`src/hdl/twga_pkg.sv`:
```
package twga_pkg;

  // Strip and table dimensions.
  localparam int LED_COUNT   = 30;
  localparam int TABLE_DEPTH = 256;
  localparam int TIDX_W      = $clog2(TABLE_DEPTH);

  // Field and state widths.
  localparam int LED_W  = 6;
  localparam int POS_W  = 23;
  localparam int VEL_W  = 22;
  localparam int PH_W   = 19;
  localparam int CFG_W  = 20;
  localparam int CIDX_W = 3;
  localparam int ROM_W  = 17;

  // Fixed-point constants in Q.16.
  localparam logic [PH_W-1:0]  Q16_TWO_PI   = PH_W'(411775);
  localparam logic [PH_W-1:0]  Q16_POINT3   = PH_W'(19661);
  localparam logic [POS_W-1:0] Q16_EDGE_GAP = POS_W'(66);
  localparam logic [POS_W-1:0] POS_TOP      = POS_W'(LED_COUNT * 65536);
  localparam logic [POS_W-1:0] POS_RESET    = POS_W'(LED_COUNT * 32768);

  // Reciprocal of two pi for the shimmer table index.
  localparam longint ANG_RECIP = (64'd1 << 32) / 411775;
  localparam logic [25:0] ANG_MUL = 26'(TABLE_DEPTH * ANG_RECIP);
  localparam logic [12:0] TD_C    = 13'(TABLE_DEPTH);

  // Configuration register indexes.
  localparam logic [CIDX_W-1:0] REG_TILT_GAIN      = 3'd0;
  localparam logic [CIDX_W-1:0] REG_DRAG_FACTOR    = 3'd1;
  localparam logic [CIDX_W-1:0] REG_BOUNCE_DAMPING = 3'd2;
  localparam logic [CIDX_W-1:0] REG_VELOCITY_LIMIT = 3'd3;
  localparam logic [CIDX_W-1:0] REG_GLOW_DECAY     = 3'd4;
  localparam logic [CIDX_W-1:0] REG_PHASE_STEP     = 3'd5;

  typedef enum logic [3:0] {
    ST_IDLE, ST_DRAG, ST_CLAMP, ST_EDGE,
    ST_LED_MUL, ST_LED_IDX, ST_LED_PROD, ST_LED_OUT
  } state_e;

  typedef enum logic [2:0] {
    OP_NONE, OP_DRAG, OP_CLAMP, OP_EDGE,
    OP_LED_MUL, OP_LED_IDX, OP_LED_PROD, OP_LED_OUT
  } op_e;

  typedef struct packed {
    op_e  op;
    logic in_ready;
    logic out_load;
  } cmd_t;

  typedef struct packed {
    logic in_valid;
    logic out_free;
    logic last_led;
  } status_t;

  typedef logic [ROM_W-1:0] rom_t [TABLE_DEPTH];

  // Exponential decay table over arguments [0, 8).
  function automatic rom_t build_exp_rom();
    rom_t   r;
    longint one31;
    longint y;
    longint term;
    longint sum;
    longint e;
    one31 = 64'sd1 <<< 31;
    y     = (64'sd8 <<< 31) / TABLE_DEPTH;
    term  = one31;
    sum   = one31;
    // Alternating series to the tenth power for the decay of one table step.
    term = (term * y) >>> 31;         sum = sum - term;
    term = ((term * y) >>> 31) / 2;   sum = sum + term;
    term = ((term * y) >>> 31) / 3;   sum = sum - term;
    term = ((term * y) >>> 31) / 4;   sum = sum + term;
    term = ((term * y) >>> 31) / 5;   sum = sum - term;
    term = ((term * y) >>> 31) / 6;   sum = sum + term;
    term = ((term * y) >>> 31) / 7;   sum = sum - term;
    term = ((term * y) >>> 31) / 8;   sum = sum + term;
    term = ((term * y) >>> 31) / 9;   sum = sum - term;
    term = ((term * y) >>> 31) / 10;  sum = sum + term;
    e = one31;
    for (int k = 0; k < TABLE_DEPTH; k++) begin
      r[k] = ROM_W'((e + 64'sd16384) >>> 15);
      e = (e * sum) >>> 31;
    end
    return r;
  endfunction

  // Shimmer table: 0.8 + 0.2 * sin over one turn, by rotation.
  function automatic rom_t build_shim_rom();
    rom_t   r;
    longint one30;
    longint t;
    longint t2;
    longint t3;
    longint t4;
    longint t5;
    longint t6;
    longint sn;
    longint cs;
    longint x;
    longint z;
    longint s;
    longint nx;
    longint nz;
    one30 = 64'sd1 <<< 30;
    t  = 64'sd6746518852 / TABLE_DEPTH;
    t2 = (t * t) >>> 30;
    t3 = (t2 * t) >>> 30;
    t4 = (t2 * t2) >>> 30;
    t5 = (t3 * t2) >>> 30;
    t6 = (t4 * t2) >>> 30;
    sn = t - t3 / 6 + t5 / 120;
    cs = one30 - t2 / 2 + t4 / 24 - t6 / 720;
    x  = one30;
    z  = 0;
    for (int k = 0; k < TABLE_DEPTH; k++) begin
      s = 4 * one30 + z;
      if (s < 0) s = 0;
      r[k] = ROM_W'((s / 5 + 64'sd8192) >>> 14);
      nx = (x * cs - z * sn + (one30 >>> 1)) >>> 30;
      nz = (x * sn + z * cs + (one30 >>> 1)) >>> 30;
      x = nx;
      z = nz;
    end
    return r;
  endfunction

  localparam rom_t EXP_ROM  = build_exp_rom();
  localparam rom_t SHIM_ROM = build_shim_rom();

endpackage

```
`src/hdl/twga_ctrl.sv`:
```
module twga_ctrl (
  input  logic              clk_i,
  input  logic              rst_ni,
  input  twga_pkg::status_t status_i,
  output twga_pkg::cmd_t    cmd_o
);
  import twga_pkg::*;

  state_e state_q, state_d;

  // State register.
  always_ff @(posedge clk_i or negedge rst_ni) begin
    if (!rst_ni) begin
      state_q <= ST_IDLE;
    end else begin
      state_q <= state_d;
    end
  end

  // Next state: physics steps, then four steps per LED.
  always_comb begin
    state_d = state_q;
    case (state_q)
      ST_IDLE:     if (status_i.in_valid) state_d = ST_DRAG;
      ST_DRAG:     state_d = ST_CLAMP;
      ST_CLAMP:    state_d = ST_EDGE;
      ST_EDGE:     state_d = ST_LED_MUL;
      ST_LED_MUL:  state_d = ST_LED_IDX;
      ST_LED_IDX:  state_d = ST_LED_PROD;
      ST_LED_PROD: state_d = ST_LED_OUT;
      ST_LED_OUT: begin
        if (status_i.out_free) begin
          state_d = status_i.last_led ? ST_IDLE : ST_LED_MUL;
        end
      end
      default:     state_d = ST_IDLE;
    endcase
  end

  // Commands to the datapath.
  always_comb begin
    cmd_o = '{op: OP_NONE, in_ready: 1'b0, out_load: 1'b0};
    case (state_q)
      ST_IDLE:     cmd_o.in_ready = 1'b1;
      ST_DRAG:     cmd_o.op = OP_DRAG;
      ST_CLAMP:    cmd_o.op = OP_CLAMP;
      ST_EDGE:     cmd_o.op = OP_EDGE;
      ST_LED_MUL:  cmd_o.op = OP_LED_MUL;
      ST_LED_IDX:  cmd_o.op = OP_LED_IDX;
      ST_LED_PROD: cmd_o.op = OP_LED_PROD;
      ST_LED_OUT: begin
        cmd_o.op       = OP_LED_OUT;
        cmd_o.out_load = status_i.out_free;
      end
      default:     cmd_o.op = OP_NONE;
    endcase
  end

endmodule

```
`config.mk`:
```
export PLATFORM = sky130hd
export DESIGN_NAME = twga_ctrl
export DESIGN_NICKNAME = d
export VERILOG_FILES = /design/src/hdl/twga_pkg.sv /design/src/hdl/twga_ctrl.sv
export SDC_FILE = /design/constraint.sdc
export NUM_CORES = 1
export LEC_CHECK = 0
export ABC_CLOCK_PERIOD_IN_PS = 2000
export BUFFER_PORTS_ARGS = -buffer_cell sky130_fd_sc_hd__buf_2
export CAP_MARGIN = 25
export CORE_AREA = 4 4 41 43
export CTS_BUF_LIST = sky130_fd_sc_hd__clkbuf_16
export DETAILED_ROUTE_END_ITERATION = 12
export DIE_AREA = 0 0 45 47
export PLACE_DENSITY = 0.42
export SYNTH_ARGS = -nofsm -noshare
export SYNTH_HDL_FRONTEND = slang
export SYNTH_SLANG_ARGS = --single-unit
```
`constraint.sdc`:
```
create_clock -name clk_i -period 2 [get_ports clk_i]
set_input_delay 0.1 -clock clk_i [delete_from_list [all_inputs] [get_ports clk_i]]
set_output_delay 0.1 -clock clk_i [all_outputs]
set_load 0.02 [all_outputs]
```
# == Yosys cells after proc, flatten, opt, wreduce, memory -nomap -nowiden ==
# Cells that the tools add are included.
# totals
register_bits,4
input_bits,5
out_inout_bits,5
word_cells,19
# op_classes
muxes,7
n_eq_ne,9
n_reduce_logical,2
# op_table
operator,count
$pmux W4 S8,1
$pmux W3 S7,1
$eq A4 B3 Y1 const B,4
$eq A4 B2 Y1 const B,2
$mux W4,2
$eq A4 B1 Y1 const B,1
$logic_not A4 Y1,1
$ne A2 B2 Y1 const B,2
$mux W3,1
$mux W1,2
$reduce_and A2 Y1,1

# == Depth between registers and ports, before layout ==
# logic_depth
ltp_word,3
mapped_depth,5
ltp_nobuf,5

# == Worst setup path after synthesis ==
# OpenSTA, ideal clock, no wires.
# synth_path
path_kind,register to register
from,register state_q[0]
to,register state_q[0]
synth_period_minus_slack_ns,1.408
n_path_buf,0
t_arrival_ns,1.283
path_slack_ns,0.592
path_stages_with_launch,6
required_ns,1.875
setup_time_ns,0.125
cell_sequence,dfrtp_1 -> inv_1 -> ha_1 -> nor3b_1 -> a31o_2 -> mux2_4
# synth_between
elab_chain_len,3
word_cells_on_any_way,12
cone_classes,eq/ne: 9; mux: 1; reduce/logical: 2
# synth_lines
item,line_no,source
from (decl),twga_ctrl.sv:9,"state_e state_q, state_d;"
from (signal assigned),twga_ctrl.sv:16,state_q <= state_d;
$eq A4 B3 Y1 / $logic_not A4 Y1 (equally long branches),twga_ctrl.sv:23,case (state_q)
$ne A2 B2 Y1 (no line),n/a,
$reduce_and A2 Y1 (no line),n/a,
# Parallel ways exist; a longest one is shown, timed or not.
# A chain may end at the register's enable or synchronous reset.

==> summary.md <==
| Metric | Value |
|---|---|
| Run status | finished clean |
| Initial DRC count | 4 |
| Worst-Margin Slew | 0.247 ns |
| Worst-path cell chain | inv_1 -> ha_1 -> or2_2 -> o21a_1 -> buf_2 |
| Total routed wirelength | 599 µm |
| Fin Clk Skew | 0.00269 ns |
| Biggest regs | state_q x3 |
| First-pass GRT wire length | 917 µm |
| Ant. Diodes | 0 |
| Setup CP Type | reg2out |
| Synth area leaders | dfrtp_1, ha_1, mux2_4, or2_2, inv_1 |
| Largest register by flop count | state_q |
| TritonCTS sink count | 3 |
| Unique cell type count in the Yosys netlist | 14 |
| Post-layout util | 30.9% |
| Yosys reg bits | 3 |
| Min Tclk post-route | 1.67 ns |
| Critical path launch point type | register |
| FF/Latch Area | 75.1 µm² |
| P&R area growth vs syn | 61.3% |
| Fmax | 598 MHz |
| Bufs on Longest Clock Path | 2 |
| Sum Neg Setup Slack | 0 ns |
| Sequential area share after synthesis | 30.2% |
| Hold Vio Cnt, Final | 0 |
| Crit path capture type | output pin |
| Drt drc | 0 |
| Most common cell after layout, fill and taps aside | buf_2 |
| Reg-to-Reg End | state_q[1]$_DFFE_PN0P_ |
| Reg clk slew, reported paths | 0.03 ns |
| GRT Util Overall | 7.20% |
| Layout cells sized above 1 | 46.2% |
| Initial Util | 19.1% |
| # H-tree levels | 1 |
| Slowest cell on the critical path | dfrtp_1 |
| PwrDens | 2110 mW/mm² |
| Overflow after GRT | 0 |
| Initial antenna violation count | 0 |
| PostCTS Resize Cnt | 0 |
| Port bufs | 9 |
| Gpl congestion | 0.774 |
| Static Leak | 0.000221 µW |
| Cell area after placement | 313 µm² |
| Pwr Total | 846 µW |
| Max incr delay on CP | 0.39 ns |
| Commonest non-fill, non-tap cells in the layout | buf_2, inv_1, ha_1 |
| Final instance area | 402 µm² |
| Hold Path Class | in2reg |
| Largest net degree at the start of global routing | 8 |
| Placed Cells incl. Taps | 49 |
| Die area | 0.00212 mm² |
| Multi-input logic area | 159 µm² |
| Pre-antenna DRT Iters | 2 |
| Max_cap viols | 0 |
| Syn_area_per_cell | 9.96 µm² |
| Final HPWL DP | 470 µm |
| Reg2reg start | state_q[0]$_DFFE_PN0P_ |
| Worst EP arrival | 1.57 ns |
| Post-Synthesis Cells | 25 |
| Fin nets | 49 |
| # fillers | 149 |
| Root Buffer | clkbuf_16 |
| Final Non-Filler Cells | 54 |
| Setup violators final | 0 |
| Vias per inst | 4.30 |
| CP required | 1.90 ns |
| I/O pin count | 10 |
| Hold-critical path depth | 4 |
| Maximum VDD drop | 493 µV |
| Vias in the first global route | 223 |
| Final ANT Viol Nets | 0 |
| Warnings, synthesis | 0 |
| Hold path endpoint | state_q[2]$_DFFE_PN0P_ |
| Syn_nets | 34 |
| Std cell rows | 13 |
| Synth top area share | 30.2% |
| Netlist Area Pre-Place | 249 µm² |
| Via count | 232 |
| Die Height | 47 µm |
| Max reg flops | 3 |
| Post-DR wirelength/cell | 11.1 µm |
| Worst reg2reg setup slack | 0.47 ns |
| Core ar. | 0.00130 mm² |
| Worst skew pair latency | 0.23 ns |
| Cts bufs inserted | 3 |
| Die width | 45 µm |
| TritonCTS clock tree | done |
| Final period utilization | 83.6% |
| Synth area leader | dfrtp_1 |
| Unrepaired setup endpoints after global routing | no |
| Hold path start | status_i[0] |
| R2R cell count | 5 |
| Crit-path max FO | 4 |
| Fin. max-slew vios | 0 |
| Rel. slew slack | 83.5% |
==> area by class of cell <==
cell class                      instances  share of cell area (%)
Clock inverter                          1                   0.935
Tap cell                               15                    4.67
Timing Repair Buffer                   10                    13.7
Multi-Input combinational cell         18                    39.6
Clock buffer                            3                    18.7
Inverter                                4                    3.74
Sequential cell                         3                    18.7
==> power by group <==
group          internal (µW)  switching [µW]  total (µW)
clock                    258            58.4         317
combinational            193             202         395
sequential              94.5            39.8         134
total                    546             300         846
==> critical path: cells and delay by family (launching register included) <==
family	cells	cell delay (ns)
buffers and inverters	2	0.23
AND/OR/NAND/NOR	1	0.33
flip-flops	1	0.39
adder cells (fa/ha/maj)	1	0.21
AO/OA/AOI/OAI	1	0.19
==> routing by layer <==
metal / GRT usage (%) / wire length [µm]
met3: 3.83 / 60
met5: 0 / 0
met2: 11.0 / 282
met1: 5.48 / 228
met4: 10.5 / 28
==> cell usage after synthesis <==
master / number
ha_1: 4
inv_1: 4
dfrtp_1: 3
or2_2: 3
mux2_4: 2
a31o_2: 1
and2b_1: 1
and3_1: 1
nand2_1: 1
nand3_1: 1
nor3b_1: 1
o21a_1: 1
o21ai_0: 1
o221ai_1: 1
==> metrics by stage <==
stage / setup slack, ns / hold WS [ns]
final: 0.329 / 0.195
after global routing: 0.273 / 0.215
after CTS: 0.309 / 0.200
after detailed placement: 0.453 / -0.0963
after global placement: 0.479 / -0.104
after floorplan: 0.592 / -0.196
==> worst max-delay path by stage <==
stage / start / to / slack [ns] / cells past startpoint
6_report: state_q[0]$_DFFE_PN0P_ / cmd_o[4] / 0.33 / 5
5_1_grt: state_q[0]$_DFFE_PN0P_ / cmd_o[4] / 0.27 / 5
4_1_cts: state_q[0]$_DFFE_PN0P_ / cmd_o[4] / 0.31 / 5
3_5_place_dp: state_q[0]$_DFFE_PN0P_ / state_q[1]$_DFFE_PN0P_ / 0.45 / 5
3_3_place_gp: state_q[0]$_DFFE_PN0P_ / state_q[1]$_DFFE_PN0P_ / 0.48 / 5
2_1_floorplan: state_q[0]$_DFFE_PN0P_ / state_q[0]$_DFFE_PN0P_ / 0.59 / 5
==> timing repair <==
action | CTS | global route
hold buffers | 1 | 0
hold endpoints to repair | 3 | 0
setup buffers | 0 | 0
==> logic make-up after synthesis <==
| kind of cell | Yosys count | share of synthesized area [%] |
|---|---|---|
| mux | 2 | 12.1 |
| simple gates | 8 | 19.6 |
| fa+ha+maj | 4 | 20.1 |
| buf+inv | 4 | 6.03 |
| compound gates | 4 | 12.1 |
| flops | 3 | 30.1 |
Note: power is estimated with default switching activity, not from simulation.
